File: src/hdl/tcs_pkg.sv
// Package for the tick-driven process scheduler: payload types, register codes,
// controller state enum and the controller-to-datapath command struct. No dependencies.
package tcs_pkg;

    localparam int MaxProcs = 16;
    localparam int IdxW     = 4;
    localparam int TimeW    = 16;
    localparam int CntW     = 16;

    localparam logic [1:0] MODE_FCFS = 2'd0;
    localparam logic [1:0] MODE_RR   = 2'd1;
    localparam logic [1:0] MODE_HRRN = 2'd2;

    localparam logic OP_LOAD = 1'b0;
    localparam logic OP_TICK = 1'b1;

    localparam logic [2:0] ST_NOT_ARRIVED = 3'd0;
    localparam logic [2:0] ST_QUEUED      = 3'd1;
    localparam logic [2:0] ST_RUNNING     = 3'd2;
    localparam logic [2:0] ST_WAITING     = 3'd3;
    localparam logic [2:0] ST_COMPLETE    = 3'd4;

    localparam logic [1:0] REG_MODE    = 2'd0;
    localparam logic [1:0] REG_QUANTUM = 2'd1;
    localparam logic [1:0] REG_COUNT   = 2'd2;

    typedef struct packed {
        logic             opcode;
        logic [IdxW-1:0]  proc_index;
        logic [TimeW-1:0] arrival_time;
        logic [CntW-1:0]  burst_length;
    } in_item_t;

    typedef struct packed {
        logic [IdxW-1:0]  out_index;
        logic [2:0]       status_code;
        logic [TimeW-1:0] tick_time;
        logic             last_of_tick;
        logic             all_done;
    } out_item_t;

    typedef enum logic [3:0] {
        S_IDLE,
        S_SORT,
        S_DIV,
        S_CMP,
        S_TAKE,
        S_PREEMPT,
        S_WALK,
        S_EMIT,
        S_FINISH
    } state_t;

    typedef struct packed {
        logic load;
        logic tick_start;
        logic sort_init;
        logic div_start;
        logic sort_step;
        logic take_step;
        logic preempt;
        logic walk_step;
        logic finish;
    } cmd_t;

    typedef struct packed {
        logic sort_done;
        logic div_done;
        logic take_done;
        logic need_preempt;
        logic walk_last;
        logic walk_empty;
    } stat_t;

endpackage

File: src/hdl/tcs_ctrl.sv
// Controller state machine of the scheduler: sequences load, HRRN sort,
// dispatch, walk and result beats. Depends on tcs_pkg.
module tcs_ctrl
(
    input  logic                 clk,
    input  logic                 rst_n,
    input  logic                 in_valid,
    input  logic                 in_op,
    output logic                 in_stall,
    input  logic                 out_stall,
    output logic                 out_valid,
    input  logic [1:0]           mode,
    input  tcs_pkg::stat_t       stat,
    output tcs_pkg::cmd_t        cmd
);

    tcs_pkg::state_t state_reg, state_next;

    always_ff @(posedge clk or negedge rst_n)
    begin
        if (!rst_n)
        begin
            state_reg <= tcs_pkg::S_IDLE;
        end
        else
        begin
            state_reg <= state_next;
        end
    end

    always_comb
    begin
        state_next = state_reg;
        cmd        = '0;
        in_stall   = 1'b1;
        out_valid  = 1'b0;
        unique case (state_reg)
            tcs_pkg::S_IDLE:
            begin
                in_stall = 1'b0;
                if (in_valid)
                begin
                    if (in_op == tcs_pkg::OP_LOAD)
                    begin
                        cmd.load = 1'b1;
                    end
                    else
                    begin
                        cmd.tick_start = 1'b1;
                        if (mode == tcs_pkg::MODE_HRRN)
                        begin
                            cmd.sort_init = 1'b1;
                            state_next    = tcs_pkg::S_SORT;
                        end
                        else
                        begin
                            state_next = tcs_pkg::S_TAKE;
                        end
                    end
                end
            end
            tcs_pkg::S_SORT:
            begin
                if (stat.sort_done)
                begin
                    state_next = tcs_pkg::S_TAKE;
                end
                else
                begin
                    cmd.div_start = 1'b1;
                    state_next    = tcs_pkg::S_DIV;
                end
            end
            tcs_pkg::S_DIV:
            begin
                if (stat.div_done)
                begin
                    state_next = tcs_pkg::S_CMP;
                end
            end
            tcs_pkg::S_CMP:
            begin
                cmd.sort_step = 1'b1;
                state_next    = tcs_pkg::S_SORT;
            end
            tcs_pkg::S_TAKE:
            begin
                if (stat.take_done)
                begin
                    if (stat.need_preempt)
                    begin
                        cmd.preempt = 1'b1;
                        state_next  = tcs_pkg::S_PREEMPT;
                    end
                    else if (stat.walk_empty)
                    begin
                        state_next = tcs_pkg::S_FINISH;
                    end
                    else
                    begin
                        state_next = tcs_pkg::S_WALK;
                    end
                end
                else
                begin
                    cmd.take_step = 1'b1;
                end
            end
            tcs_pkg::S_PREEMPT:
            begin
                if (stat.take_done)
                begin
                    state_next = stat.walk_empty ? tcs_pkg::S_FINISH : tcs_pkg::S_WALK;
                end
                else
                begin
                    cmd.take_step = 1'b1;
                end
            end
            tcs_pkg::S_WALK:
            begin
                cmd.walk_step = 1'b1;
                state_next    = stat.walk_last ? tcs_pkg::S_FINISH : tcs_pkg::S_WALK;
            end
            tcs_pkg::S_FINISH:
            begin
                cmd.finish = 1'b1;
                state_next = stat.walk_empty ? tcs_pkg::S_IDLE : tcs_pkg::S_EMIT;
            end
            tcs_pkg::S_EMIT:
            begin
                out_valid = 1'b1;
                if (!out_stall)
                begin
                    cmd.walk_step = 1'b1;
                    if (stat.walk_last)
                    begin
                        state_next = tcs_pkg::S_IDLE;
                    end
                end
            end
            default:
            begin
                state_next = tcs_pkg::S_IDLE;
            end
        endcase
    end

endmodule

File: src/hdl/tcs_datapath.sv
// Datapath of the scheduler: process tables, ready queue, serial ratio divider,
// insertion sort, dispatch and walk logic, result buffer. Depends on tcs_pkg.
module tcs_datapath
(
    input  logic                 clk,
    input  logic                 rst_n,
    input  tcs_pkg::in_item_t    in_item,
    input  logic [1:0]           mode,
    input  logic [7:0]           quantum,
    input  logic [4:0]           proc_count,
    input  tcs_pkg::cmd_t        cmd,
    output tcs_pkg::stat_t       stat,
    output tcs_pkg::out_item_t   out_item
);

    localparam int N  = tcs_pkg::MaxProcs;
    localparam int IW = tcs_pkg::IdxW;
    localparam int CW = tcs_pkg::CntW;
    localparam int TW = tcs_pkg::TimeW;
    localparam int DW = CW + 1;

    logic [TW-1:0] arr_reg   [N];
    logic [CW-1:0] burst_reg [N];
    logic [CW-1:0] run_reg   [N];
    logic [CW-1:0] wait_reg  [N];
    logic [N-1:0]  ready_reg;
    logic [N-1:0]  done_reg;
    logic [IW-1:0] q_reg     [N];
    logic [IW:0]   qlen_reg;
    logic          rv_reg;
    logic [IW-1:0] ri_reg;
    logic [7:0]    slice_reg;
    logic [TW-1:0] now_reg;
    logic [TW-1:0] tick_now_reg;
    logic [IW:0]   n_reg;
    logic [IW:0]   walk_reg;
    logic          fin_reg;
    logic [2:0]    res_st_reg [N];
    logic          walk_phase_reg;

    // Insertion sort: i outer, j inner, key ratio held.
    logic [IW:0]   si_reg;
    logic [IW:0]   sj_reg;
    logic          sin_reg;
    logic [IW-1:0] skey_reg;
    logic [DW-1:0] kratio_reg;
    logic          dkey_reg;
    logic [DW-1:0] dq_reg;
    logic [DW-1:0] drem_reg;
    logic [CW-1:0] ddiv_reg;
    logic [4:0]    dcnt_reg;
    logic          dbusy_reg;

    logic [DW-1:0] num;
    logic [CW-1:0] den;
    logic [IW-1:0] dsel;
    logic [DW:0]   trial;
    logic [DW-1:0] rnow;
    logic [IW:0]   n_eff;
    logic [IW-1:0] wi;
    logic          head_ok;

    logic [2:0]    st;
    logic [CW-1:0] run_new;
    logic          rv_new;
    logic          walk_done;
    logic          rv_walk;
    logic [IW-1:0] ri_new;
    logic [7:0]    slice_new;

    function automatic logic all_done_calc();
        logic a;
        a = 1'b1;
        for (int k = 0; k < N; k++)
        begin
            if ((IW+1)'(k) < n_reg && !done_reg[k])
            begin
                a = 1'b0;
            end
        end
        return a;
    endfunction

    assign n_eff = (proc_count > 5'(N)) ? (IW+1)'(N) : proc_count[IW:0];
    assign wi    = walk_reg[IW-1:0];
    assign dsel  = sin_reg ? q_reg[sj_reg[IW-1:0] - 1'b1] : q_reg[si_reg[IW-1:0]];
    assign num   = {1'b0, wait_reg[dsel]} + {1'b0, burst_reg[dsel]};
    assign den   = burst_reg[dsel];
    assign trial = {drem_reg, dq_reg[DW-1]} - {2'b0, ddiv_reg};
    assign rnow  = (ddiv_reg == '0) ? '1 : dq_reg;
    assign head_ok = !done_reg[q_reg[0]];

    assign stat.sort_done    = !sin_reg && (si_reg >= qlen_reg);
    assign stat.div_done     = !dbusy_reg;
    assign stat.take_done    = rv_reg || (qlen_reg == '0);
    assign stat.need_preempt = (mode == tcs_pkg::MODE_RR) && rv_reg && (quantum != '0)
                               && (slice_reg >= quantum);
    assign stat.walk_last    = (walk_reg + 1'b1 == n_reg);
    assign stat.walk_empty   = (n_reg == '0);

    assign out_item.out_index    = wi;
    assign out_item.status_code  = res_st_reg[wi];
    assign out_item.tick_time    = tick_now_reg;
    assign out_item.last_of_tick = stat.walk_last;
    assign out_item.all_done     = fin_reg;

    always_ff @(posedge clk)
    begin
        if (cmd.load)
        begin
            arr_reg[in_item.proc_index]   <= in_item.arrival_time;
            burst_reg[in_item.proc_index] <= in_item.burst_length;
        end
    end

    // Walk: one entry per cycle in the walk phase (tracked by walk_phase_reg).
    always_comb
    begin
        st        = tcs_pkg::ST_NOT_ARRIVED;
        run_new   = run_reg[wi];
        rv_new    = rv_reg;
        slice_new = slice_reg;
        if (done_reg[wi])
        begin
            st = tcs_pkg::ST_COMPLETE;
        end
        else if (rv_reg && ri_reg == wi)
        begin
            st        = tcs_pkg::ST_RUNNING;
            run_new   = (run_reg[wi] == '1) ? run_reg[wi] : run_reg[wi] + 1'b1;
            slice_new = (slice_reg == '1) ? slice_reg : slice_reg + 1'b1;
        end
        else if (ready_reg[wi])
        begin
            st = tcs_pkg::ST_WAITING;
        end
        else if (arr_reg[wi] == tick_now_reg)
        begin
            if (!rv_reg)
            begin
                st      = tcs_pkg::ST_RUNNING;
                rv_new  = 1'b1;
                run_new = (run_reg[wi] == '1) ? run_reg[wi] : run_reg[wi] + 1'b1;
            end
            else
            begin
                st = tcs_pkg::ST_QUEUED;
            end
        end
        walk_done = !done_reg[wi] && (run_new >= burst_reg[wi]);
        ri_new    = (!rv_reg && st == tcs_pkg::ST_RUNNING) ? wi : ri_reg;
        rv_walk   = rv_new;
        if (walk_done && st == tcs_pkg::ST_RUNNING)
        begin
            rv_walk   = 1'b0;
            slice_new = '0;
        end
    end

    always_ff @(posedge clk or negedge rst_n)
    begin
        if (!rst_n)
        begin
            walk_phase_reg <= 1'b0;
        end
        else if (cmd.tick_start)
        begin
            walk_phase_reg <= 1'b1;
        end
        else if (cmd.finish)
        begin
            walk_phase_reg <= 1'b0;
        end
    end

    always_ff @(posedge clk or negedge rst_n)
    begin
        if (!rst_n)
        begin
            for (int k = 0; k < N; k++)
            begin
                run_reg[k]    <= '0;
                wait_reg[k]   <= '0;
                q_reg[k]      <= '0;
                res_st_reg[k] <= tcs_pkg::ST_NOT_ARRIVED;
            end
            ready_reg    <= '0;
            done_reg     <= '0;
            qlen_reg     <= '0;
            rv_reg       <= 1'b0;
            ri_reg       <= '0;
            slice_reg    <= '0;
            now_reg      <= '0;
            tick_now_reg <= '0;
            n_reg        <= '0;
            walk_reg     <= '0;
            fin_reg      <= 1'b0;
            si_reg       <= '0;
            sj_reg       <= '0;
            sin_reg      <= 1'b0;
            skey_reg     <= '0;
            kratio_reg   <= '0;
            dkey_reg     <= 1'b0;
            dq_reg       <= '0;
            drem_reg     <= '0;
            ddiv_reg     <= '0;
            dcnt_reg     <= '0;
            dbusy_reg    <= 1'b0;
        end
        else
        begin
            if (cmd.tick_start)
            begin
                n_reg        <= n_eff;
                tick_now_reg <= now_reg;
                walk_reg     <= '0;
            end
            if (cmd.sort_init)
            begin
                si_reg  <= (IW+1)'(1);
                sin_reg <= 1'b0;
            end
            if (cmd.div_start)
            begin
                dkey_reg  <= !sin_reg;
                dq_reg    <= num;
                drem_reg  <= '0;
                ddiv_reg  <= den;
                dcnt_reg  <= 5'(DW);
                dbusy_reg <= 1'b1;
                if (!sin_reg)
                begin
                    skey_reg <= q_reg[si_reg[IW-1:0]];
                    sj_reg   <= si_reg;
                end
            end
            if (dbusy_reg)
            begin
                if (!trial[DW])
                begin
                    drem_reg <= trial[DW-1:0];
                    dq_reg   <= {dq_reg[DW-2:0], 1'b1};
                end
                else
                begin
                    drem_reg <= {drem_reg[DW-2:0], dq_reg[DW-1]};
                    dq_reg   <= {dq_reg[DW-2:0], 1'b0};
                end
                dcnt_reg <= dcnt_reg - 1'b1;
                if (dcnt_reg == 5'd1)
                begin
                    dbusy_reg <= 1'b0;
                end
            end
            if (cmd.sort_step)
            begin
                if (dkey_reg)
                begin
                    kratio_reg <= rnow;
                    sin_reg    <= (sj_reg != '0);
                    if (sj_reg == '0)
                    begin
                        si_reg <= si_reg + 1'b1;
                    end
                end
                else if (rnow < kratio_reg)
                begin
                    q_reg[sj_reg[IW-1:0]] <= q_reg[sj_reg[IW-1:0] - 1'b1];
                    sj_reg <= sj_reg - 1'b1;
                    if (sj_reg == (IW+1)'(1))
                    begin
                        q_reg[0] <= skey_reg;
                        sin_reg  <= 1'b0;
                        si_reg   <= si_reg + 1'b1;
                    end
                end
                else
                begin
                    q_reg[sj_reg[IW-1:0]] <= skey_reg;
                    sin_reg <= 1'b0;
                    si_reg  <= si_reg + 1'b1;
                end
            end
            if (cmd.take_step)
            begin
                for (int k = 0; k < N - 1; k++)
                begin
                    q_reg[k] <= q_reg[k+1];
                end
                qlen_reg <= qlen_reg - 1'b1;
                if (head_ok)
                begin
                    rv_reg <= 1'b1;
                    ri_reg <= q_reg[0];
                end
            end
            if (cmd.preempt)
            begin
                if (qlen_reg < (IW+1)'(N))
                begin
                    q_reg[qlen_reg[IW-1:0]] <= ri_reg;
                    qlen_reg <= qlen_reg + 1'b1;
                end
                rv_reg    <= 1'b0;
                slice_reg <= '0;
            end
            if (cmd.walk_step && !cmd.finish)
            begin
                walk_reg <= stat.walk_last ? '0 : walk_reg + 1'b1;
            end
            if (cmd.walk_step && walk_phase_reg)
            begin
                res_st_reg[wi] <= st;
                run_reg[wi]    <= run_new;
                if (st == tcs_pkg::ST_WAITING || st == tcs_pkg::ST_QUEUED)
                begin
                    wait_reg[wi] <= (wait_reg[wi] == '1) ? wait_reg[wi] : wait_reg[wi] + 1'b1;
                end
                if (st == tcs_pkg::ST_QUEUED || (st == tcs_pkg::ST_RUNNING && !rv_reg))
                begin
                    ready_reg[wi] <= 1'b1;
                end
                if (st == tcs_pkg::ST_QUEUED && qlen_reg < (IW+1)'(N))
                begin
                    q_reg[qlen_reg[IW-1:0]] <= wi;
                    qlen_reg <= qlen_reg + 1'b1;
                end
                if (walk_done)
                begin
                    done_reg[wi] <= 1'b1;
                end
                rv_reg    <= rv_walk;
                ri_reg    <= ri_new;
                slice_reg <= slice_new;
            end
            if (cmd.finish)
            begin
                now_reg <= (now_reg == '1) ? now_reg : now_reg + 1'b1;
                fin_reg <= all_done_calc();
            end
        end
    end

endmodule

File: src/hdl/tick_cpu_scheduler_fcfs_rr_hrrn.sv
// Tick-driven process scheduler with FCFS, round robin and HRRN dispatch.
// A load beat writes the process tables. After a tick beat the input is stalled through dispatch
// and walk (queue pops, a round robin preemption with a further pop, the walk of n entries),
// then n result beats follow, one per cycle while the output is not stalled.
// HRRN mode adds an insertion sort of the queue, with one ratio division per comparison (17-step divider).
// Reset clears counters, flags, queue and presets the registers; the tables hold no value until loaded.
module tick_cpu_scheduler_fcfs_rr_hrrn
(
    input  logic                  clk,
    input  logic                  rst_n,
    input  logic                  in_valid,
    output logic                  in_stall,
    input  tcs_pkg::in_item_t     in_data,
    output logic                  out_valid,
    input  logic                  out_stall,
    output tcs_pkg::out_item_t    out_data,
    input  logic                  psel,
    input  logic                  penable,
    input  logic                  pwrite,
    input  logic [3:0]            paddr,
    input  logic [31:0]           pwdata,
    output logic [31:0]           prdata,
    output logic                  pready
);

    logic [1:0]     mode_reg;
    logic [7:0]     quantum_reg;
    logic [4:0]     count_reg;
    tcs_pkg::cmd_t  cmd;
    tcs_pkg::stat_t stat;
    logic           wr;

    assign pready = 1'b1;
    assign wr     = psel && penable && pwrite;

    always_ff @(posedge clk or negedge rst_n)
    begin
        if (!rst_n)
        begin
            mode_reg    <= tcs_pkg::MODE_FCFS;
            quantum_reg <= 8'd5;
            count_reg   <= 5'd16;
        end
        else if (wr)
        begin
            unique case (paddr[3:2])
                tcs_pkg::REG_MODE:    mode_reg    <= pwdata[1:0];
                tcs_pkg::REG_QUANTUM: quantum_reg <= pwdata[7:0];
                tcs_pkg::REG_COUNT:   count_reg   <= pwdata[4:0];
                default:              ;
            endcase
        end
    end

    always_comb
    begin
        unique case (paddr[3:2])
            tcs_pkg::REG_MODE:    prdata = {30'd0, mode_reg};
            tcs_pkg::REG_QUANTUM: prdata = {24'd0, quantum_reg};
            tcs_pkg::REG_COUNT:   prdata = {27'd0, count_reg};
            default:              prdata = '0;
        endcase
    end

    tcs_ctrl u_ctrl
    (
        .clk       (clk),
        .rst_n     (rst_n),
        .in_valid  (in_valid),
        .in_op     (in_data.opcode),
        .in_stall  (in_stall),
        .out_stall (out_stall),
        .out_valid (out_valid),
        .mode      (mode_reg),
        .stat      (stat),
        .cmd       (cmd)
    );

    tcs_datapath u_dp
    (
        .clk        (clk),
        .rst_n      (rst_n),
        .in_item    (in_data),
        .mode       (mode_reg),
        .quantum    (quantum_reg),
        .proc_count (count_reg),
        .cmd        (cmd),
        .stat       (stat),
        .out_item   (out_data)
    );

    a_one_side: assert property (@(posedge clk) disable iff (!rst_n)
        !(out_valid && !in_stall))
        else $error("input taken while results pending");

    a_last_leaves: assert property (@(posedge clk) disable iff (!rst_n)
        (out_valid && !out_stall && out_data.last_of_tick) |=> !out_valid)
        else $error("result beat after last of tick");

    a_load_quiet: assert property (@(posedge clk) disable iff (!rst_n)
        (in_valid && !in_stall && in_data.opcode == tcs_pkg::OP_LOAD) |=> !out_valid)
        else $error("load produced a result");

endmodule
File: config.mk
export PLATFORM = sky130hd
export DESIGN_NAME = tick_cpu_scheduler_fcfs_rr_hrrn
export DESIGN_NICKNAME = d
export VERILOG_FILES = /design/src/hdl/tcs_pkg.sv /design/src/hdl/tcs_ctrl.sv /design/src/hdl/tcs_datapath.sv /design/src/hdl/tick_cpu_scheduler_fcfs_rr_hrrn.sv
export SDC_FILE = /design/constraint.sdc
export NUM_CORES = 2
export LEC_CHECK = 0
export BUFFER_PORTS_ARGS = -buffer_cell sky130_fd_sc_hd__buf_2
export CAP_MARGIN = 40
export CELL_PAD_IN_SITES_DETAIL_PLACEMENT = 2
export CELL_PAD_IN_SITES_GLOBAL_PLACEMENT = 2
export CORE_UTILIZATION = 32
export CTS_BUF_LIST = sky130_fd_sc_hd__clkbuf_8
export DETAILED_ROUTE_END_ITERATION = 8
export GPL_TIMING_DRIVEN = 0
export HOLD_SLACK_MARGIN = 0.06
export PLACE_DENSITY = 0.72
export SLEW_MARGIN = 20
export SYNTH_ARGS = -nofsm -noshare
export SYNTH_HDL_FRONTEND = slang
export SYNTH_SLANG_ARGS = --single-unit
File: constraint.sdc
create_clock -name clk -period 17.21 [get_ports clk]
set_clock_uncertainty 0.15 [all_clocks]
set_input_delay 0.8605 -clock clk [delete_from_list [all_inputs] [get_ports clk]]
set_output_delay 0.8605 -clock clk [all_outputs]
set_load 0.03 [all_outputs]
# After elaboration in Yosys (flattened, before gate mapping)
# Memory sizes are Yosys's and may differ from the RTL's.
# Cells that the tools add are included.
[word_totals]
ff_bits = 826
out_inout_bits = 60
ram_bits = 512
inputBits = 80
wordCells = 446
mem_count = 2
[mem_list]
columns = ["memory", "depth", "word_bits", "rd", "rd_ports_with_merged_regs", "wr", "line_no", "source"]
rows = [
  ["u_dp.arr_reg", 16, 16, 1, 0, 1, "tcs_datapath.sv:22", "logic [TW-1:0] arr_reg [N];"],
  ["u_dp.burst_reg", 16, 16, 2, 0, 1, "tcs_datapath.sv:23", "logic [CW-1:0] burst_reg [N];"],
]
[classes]
muxes = 172
n_addsub = 13
eq_ne = 40
n_lt_le_gt_ge = 34
bitwise = 10
reduce_logical = 84
[ops]
columns = ["cell", "n"]
rows = [
  ["bitwise mux 256 bit", 2],
  ["two-way mux 64 bit", 7],
  ["bitwise mux 64 bit", 4],
  ["two-way mux 16 bit", 14],
  ["binary-select mux 16 bit (select 4 bit)", 3],
  ["two-way mux 5 bit", 22],
  ["two-way mux 17 bit", 6],
  ["two-way mux 4 bit", 22],
  ["demux 16 bit (select 4 bit)", 1],
  ["two-way mux 60 bit", 1],
  ["two-way mux 1 bit", 56],
  ["adder 16 x 1 -> 16 bit, second input constant", 3],
  ["bitwise mux 48 bit", 1],
  ["equality test 16 bit, second input constant", 3],
  ["two-way mux 8 bit", 6],
  ["less-than comparator 4 x 5 -> 1 bit, first input constant", 8],
  ["two-way mux 3 bit", 12],
  ["case mux 4 bit (9 select lines)", 1],
  ["logical AND 1 bit", 33],
  ["binary-select mux 4 bit (select 4 bit)", 2],
  ["demux 4 bit (select 4 bit)", 2],
  ["OR 16 bit", 2],
  [">= comparator 5 bit, second input constant", 6],
  ["inverter 4 -> 5 bit", 6],
  ["59 further kinds", 130],
]

# Longest topological paths before layout
[depth]
depth_word = 18
depth_mapped = 30
ltp_nobuf = 24

# By module
# Synthesis repeated with hierarchy kept, for this count alone.
[hier_totals]
cells_unflattened = 5535
hier_area_um2 = 69437.8
[by_module_without_submodules]
columns = ["mod", "area_each_um2", "instances", "cells_per_inst", "seq_area_each_um2"]
rows = [
  ["tcs_datapath", 67986.5, 1, 5390, 35569.1],
  ["tick_cpu_scheduler_fcfs_rr_hrrn", 907.1, 1, 76, 379.1],
  ["tcs_ctrl", 544.3, 1, 69, 100.1],
]

# Worst setup path before layout
# Ideal clock, no wire load.
[synth_path]
path_type = "reg-to-reg"
from = "register u_dp.sj_reg[0]"
to = "register u_dp.dq_reg[14]"
setup_time_ns = 0.146
period_less_slack_ns = 6.583
t_arrival_ns = 6.287
setup_slack_ns = 10.627
t_required_ns = 16.914
stages_incl_launch_ff = 29
n_path_buf = 7
cell_sequence = "dfrtp_1 -> buf_2 -> buf_2 -> inv_1 -> ha_1 -> clkbuf_1 -> clkbuf_1 -> mux4_2 -> a211oi_1 -> a31oi_1 -> mux2i_1 -> clkbuf_1 -> clkbuf_1 -> clkbuf_1 -> nand3_1 -> a311oi_1 -> a21oi_1 -> ha_1 -> fa_1 -> a21o_1 -> a21oi_1 -> nor2b_1 -> o21ai_0 -> a21oi_1 -> a41o_1 -> a21o_1 -> a21oi_1 -> mux2i_1 -> o311ai_0"
[synth_between]
elab_chain_len = 13
word_cells_on_any_way = 14
cone_classes = "2 x add/sub; 9 x mux; 2 x bitwise; 1 x memory"
[synth_rtl]
columns = ["item", "line_no", "source"]
rows = [
  ["start: declaration", "tcs_datapath.sv:43", "logic [IW:0] sj_reg;"],
  ["start signal: assignment", "tcs_datapath.sv:234", "sj_reg <= si_reg;"],
  ["start signal: assignment", "tcs_datapath.sv:269", "sj_reg <= sj_reg - 1'b1;"],
  ["subtractor 4 x 1 -> 4 bit (*)", "tcs_datapath.sv:86", "assign dsel = sin_reg ? q_reg[sj_reg[IW-1:0] - 1'b1] : q_reg[si_reg[IW-1:0]];"],
  ["inverter 4 -> 5 bit (implied by the code) (*)", "tcs_datapath.sv:86", ""],
  ["binary-select mux 4 bit (select 4 bit) (*)", "tcs_datapath.sv:86", ""],
  ["two-way mux 4 bit (implied by the code) (*) (2 in a row)", "tcs_datapath.sv:86", ""],
  ["two-way mux 4 bit (*)", "tcs_datapath.sv:86", ""],
  ["inverter 4 -> 5 bit (implied by the code)", "tcs_datapath.sv:87", "assign num = {1'b0, wait_reg[dsel]} + {1'b0, burst_reg[dsel]};"],
  ["binary-select mux 16 bit (select 4 bit)", "tcs_datapath.sv:87", ""],
  ["two-way mux 16 bit (implied by the code) (2 in a row)", "tcs_datapath.sv:87", ""],
  ["adder 16 x 16 -> 17 bit (*)", "tcs_datapath.sv:87", ""],
  ["two-way mux 17 bit (*)", "tcs_datapath.sv:223", "if (cmd.div_start)"],
  ["two-way mux 17 bit (*)", "tcs_datapath.sv:237", "if (dbusy_reg)"],
  ["end signal: assignment", "tcs_datapath.sv:226", "dq_reg <= num;"],
  ["end signal: assignment", "tcs_datapath.sv:242", "dq_reg <= {dq_reg[DW-2:0], 1'b1};"],
  ["end signal: assignment", "tcs_datapath.sv:247", "dq_reg <= {dq_reg[DW-2:0], 1'b0};"],
  ["end: declaration", "tcs_datapath.sv:48", "logic [DW-1:0] dq_reg;"],
]
# Mark *: on every way between the ends. The rest lies on a longest branch, timed or not. The select of a mux whose other input is x is not followed.
# A chain may end at the register's enable or synchronous reset.

==> flow_summary_export.csv <==
group,metric,value,unit
pwr,power.leakage,0.0334,uW
worst_setup_path,r2r_setup_slack,7380,ps
placement,gp_congestion,0.909,
worst_setup_path,start_kind,"flip-flop",
routing,wl_met3,22.2,mm
placement,place_inst,8538,
min_path,worstHoldPathType,"input pin to flip-flop",
cts,post_cts_buffers,0,
floorplan,die_h,464,microns
pwr,finalPower,16000,uW
yosys,synth_area_leaders,"dfrtp_1, edfxtp_1, mux4_2",
global_route,grt_antenna_before_repair,15,
worst_setup_path,cp_max_fo,10,
worst_setup_path,end_kind,"output port",
yosys,ys_dominant_reg_cell,"dfrtp_1",
pwr,p_sw,7990,uW
yosys,synth_edf_count,512,
timing,tightestPinTransition,1010,ps
routing,wire_per_inst,32.3,microns
yosys,synth_common_cells,"dfrtp_1, nand2_1, edfxtp_1",
routing,vias,53000,
pwr,clkPwrFrac,0.196,
timing,finalHoldViolations,0,
timing,tns,0,ps
cts,clk_pin_slew,60,ps
final_layout,fin_cells,9055,
yosys,ys_seq_area_frac,0.528,
worst_setup_path,cp-startpoint,"u_dp.walk_reg[0]",
yosys,synth-seq-cells,1338,
worst_setup_path,cp_cell_sequence,"buf_6 > buf_12 > buf_12 > buf_8 > buf_6 > buf_4 > buf_4 > buf_2 > clkbuf_1 > buf_6 > clkbuf_1 > clkbuf_2 > clkbuf_1 > inv_1 > ha_1 > xnor2_1 > nand4_1 > inv_1 > buf_2",
final_layout,syn_to_final_growth,17.9,%
yosys,yosys.area.top_type_share,0.301,
final_layout,ff_latch_area,36000,sq um
worst_setup_path,worstReg2RegStart,"u_dp.sj_reg[0]",
worst_setup_path,cpPeakStageDelay,700,ps
min_path,hp-start,"in_data[33]",
timing,fin_crit,9950,ps
yosys,async_flop_share,0.617,
cts,cts_tree,"yes",
final_layout,fillers,21600,
timing,setup_viol,0,
routing,first_iter_violations,5184,
cts,worstSkewPairLatency,1070,ps
timing,rsz0062_at_grt,"no",
yosys,yosysMostFrequentCell,"dfrtp_1",
worst_setup_path,arrival,8940,ps
cts,clock-root-buffer,"clkbuf_8",
pwr,max-vdd-ir-drop,0.202,mV
floorplan,rows,169,
final_layout,final_layout_size_suffix_gt1_frac,0.268,
floorplan,die_w,464,microns
min_path,whs_path_depth,2,
global_route,grt.total_usage,0.267,
pwr,pwr-share-comb,0.566,
routing,drt_wl_total,292,mm
yosys,yosys_warnings,0,
routing,drc,26,
routing,wl_met2,137,mm
timing,timing.final.crit_share,0.578,
yosys,yosys.area.top_type,"dfrtp_1",
outcome,violations,"DRC",
pwr,p_int,7970,uW
yosys,synthCells,5442,
placement,portBuffers,87,
floorplan,initial_utilization,0.322,
global_route,grt.overflow.total,0,
yosys,ys_types,90,
min_path,hold-path-endpoint,"u_dp.arr_reg[12][15]",
timing,slew_violations,0,
final_layout,final_nets,6204,
cts,cts.path.max_buffers,3,
timing,max_freq,0.101,GHz
routing,wl_met1,118,mm
outcome,status,"complete, but fails checks",
floorplan,fp.dieArea,215000,sq um
worst_setup_path,worstPathRequired,16200,ps
worst_setup_path,critPathKind,"flip-flop to output port",
floorplan,core_area,212000,sq um
worst_setup_path,crit_slowest_cell,"clkbuf_1",
cts,htreeDepth,4,
worst_setup_path,reg2reg_to,"u_dp.dq_reg[11]",
global_route,grt_pass1_wl,420,mm
timing,max_slew_margin,0.330,
run,drv_cap,0,
pwr,pwr-share-seq,0.237,
routing,antenna_left,0,
cts,cts.sinks,1338,
final_layout,multi_input_area,30000,sq um
routing,dr.max_layer_used,"met5",
placement,dp_hpwl,211,mm
global_route,grt_pass1_vias,57600,
worst_setup_path,ff2ff_path_depth,29,
pwr,swShare,0.501,
yosys,avgSynthCellArea,12.6,sq um
routing,routed_via_density,5.86,
cts,cts_buffers,234,
routing,dr.pass1.iters,7,
floorplan,ioPinCount,140,
global_route,grt_max_degree,135,
yosys,syn-cell-area,68300,sq um
pwr,power_density,198,nW/um^2
## power groups by stage
stage	registers [uW]	clock network, uW	logic, uW
after floorplan	3730	0	4690
after global routing	3810	3300	9360
after CTS	3780	3170	8710
final	3790	3130	9040
after global placement	3840	0	8030
after detailed placement	3840	0	8640
## final cells by class
type                    instances  area share
plain buffers                 415      0.0260
clock buffers                 275      0.0470
repair buffers                324      0.0434
diodes                          8    0.000249
clock inverters               162      0.0143
well taps                    2821      0.0438
multi-input cells            3588       0.372
flip-flops and latches       1338       0.448
inverters                     124     0.00578
## worst max-delay path by stage
stage                     slack, ps            endpoint  depth (start not counted)
final                          7260         out_data[1]                         19
after global routing           6950     u_dp.dq_reg[11]                         29
after CTS                      7100     u_dp.dq_reg[14]                         28
after detailed placement       7220     u_dp.dq_reg[14]                         28
after global placement        -4030  u_dp.ready_reg[13]                          1
after floorplan               10630     u_dp.dq_reg[14]                         28
## per-stage QoR
step	instance area, sq um	hold slack, ps	setup WS, ps	util
after detailed placement	74900	311	7220	0.353
after global placement	72400	303	-4030	0.341
final	80500	177	7260	0.380
after floorplan	68400	288	10630	-
after global routing	80500	144	6950	0.380
after CTS	80300	83.9	7100	0.378
## cells by family after synthesis
logic type	count (synthesis)	synth area share
AND/OR/NAND/NOR	1481	0.101
flip-flops	1338	0.528
multiplexers	1007	0.218
AO/OA/AOI/OAI	878	0.0848
buffers and inverters	539	0.0372
adder cells (fa/ha/maj)	100	0.0185
XOR/XNOR	97	0.0130
other	2	0.000110
## layout by cell type (no fill, tap or decap), types with 59 or more instances in the layout
cell type  count
and3_1        64
nand4_1       61
a22oi_1       59
edfxtp_1     512
clkbuf_1     246
clkbuf_8     275
mux2_2       501
mux2i_1      140
nor3_1        65
buf_2        148
mux4_2       330
inv_1        195
ha_1          97
dfrtp_1      823
a21oi_1      147
nand2_1      744
buf_4         78
nand3_1      175
o21ai_0      258
nor2_1       179
buf_6        121
## worst max-delay path: cells and delay by family, from the launching register on
kind | cells | cell delay (ps)
xor gates and xnor gates | 1 | 150
adders and majority gates | 1 | 390
buffers and inverters | 16 | 6370
DFF | 1 | 620
and+or+nand+nor | 1 | 260
## per-layer routing
layer,GRT usage,vias up
met4,0.125,10
met1,0.346,28400
met2,0.430,2382
met3,0.0524,641
li1,-,21600
met5,0,-
## timing repair
item / 4_1_cts / 5_1_grt
endpoints found under the hold margin: 621 / 0
hold buffers: 44 / 0
gates resized for setup: 0 / 0
Power figures use the tool's default switching activity.
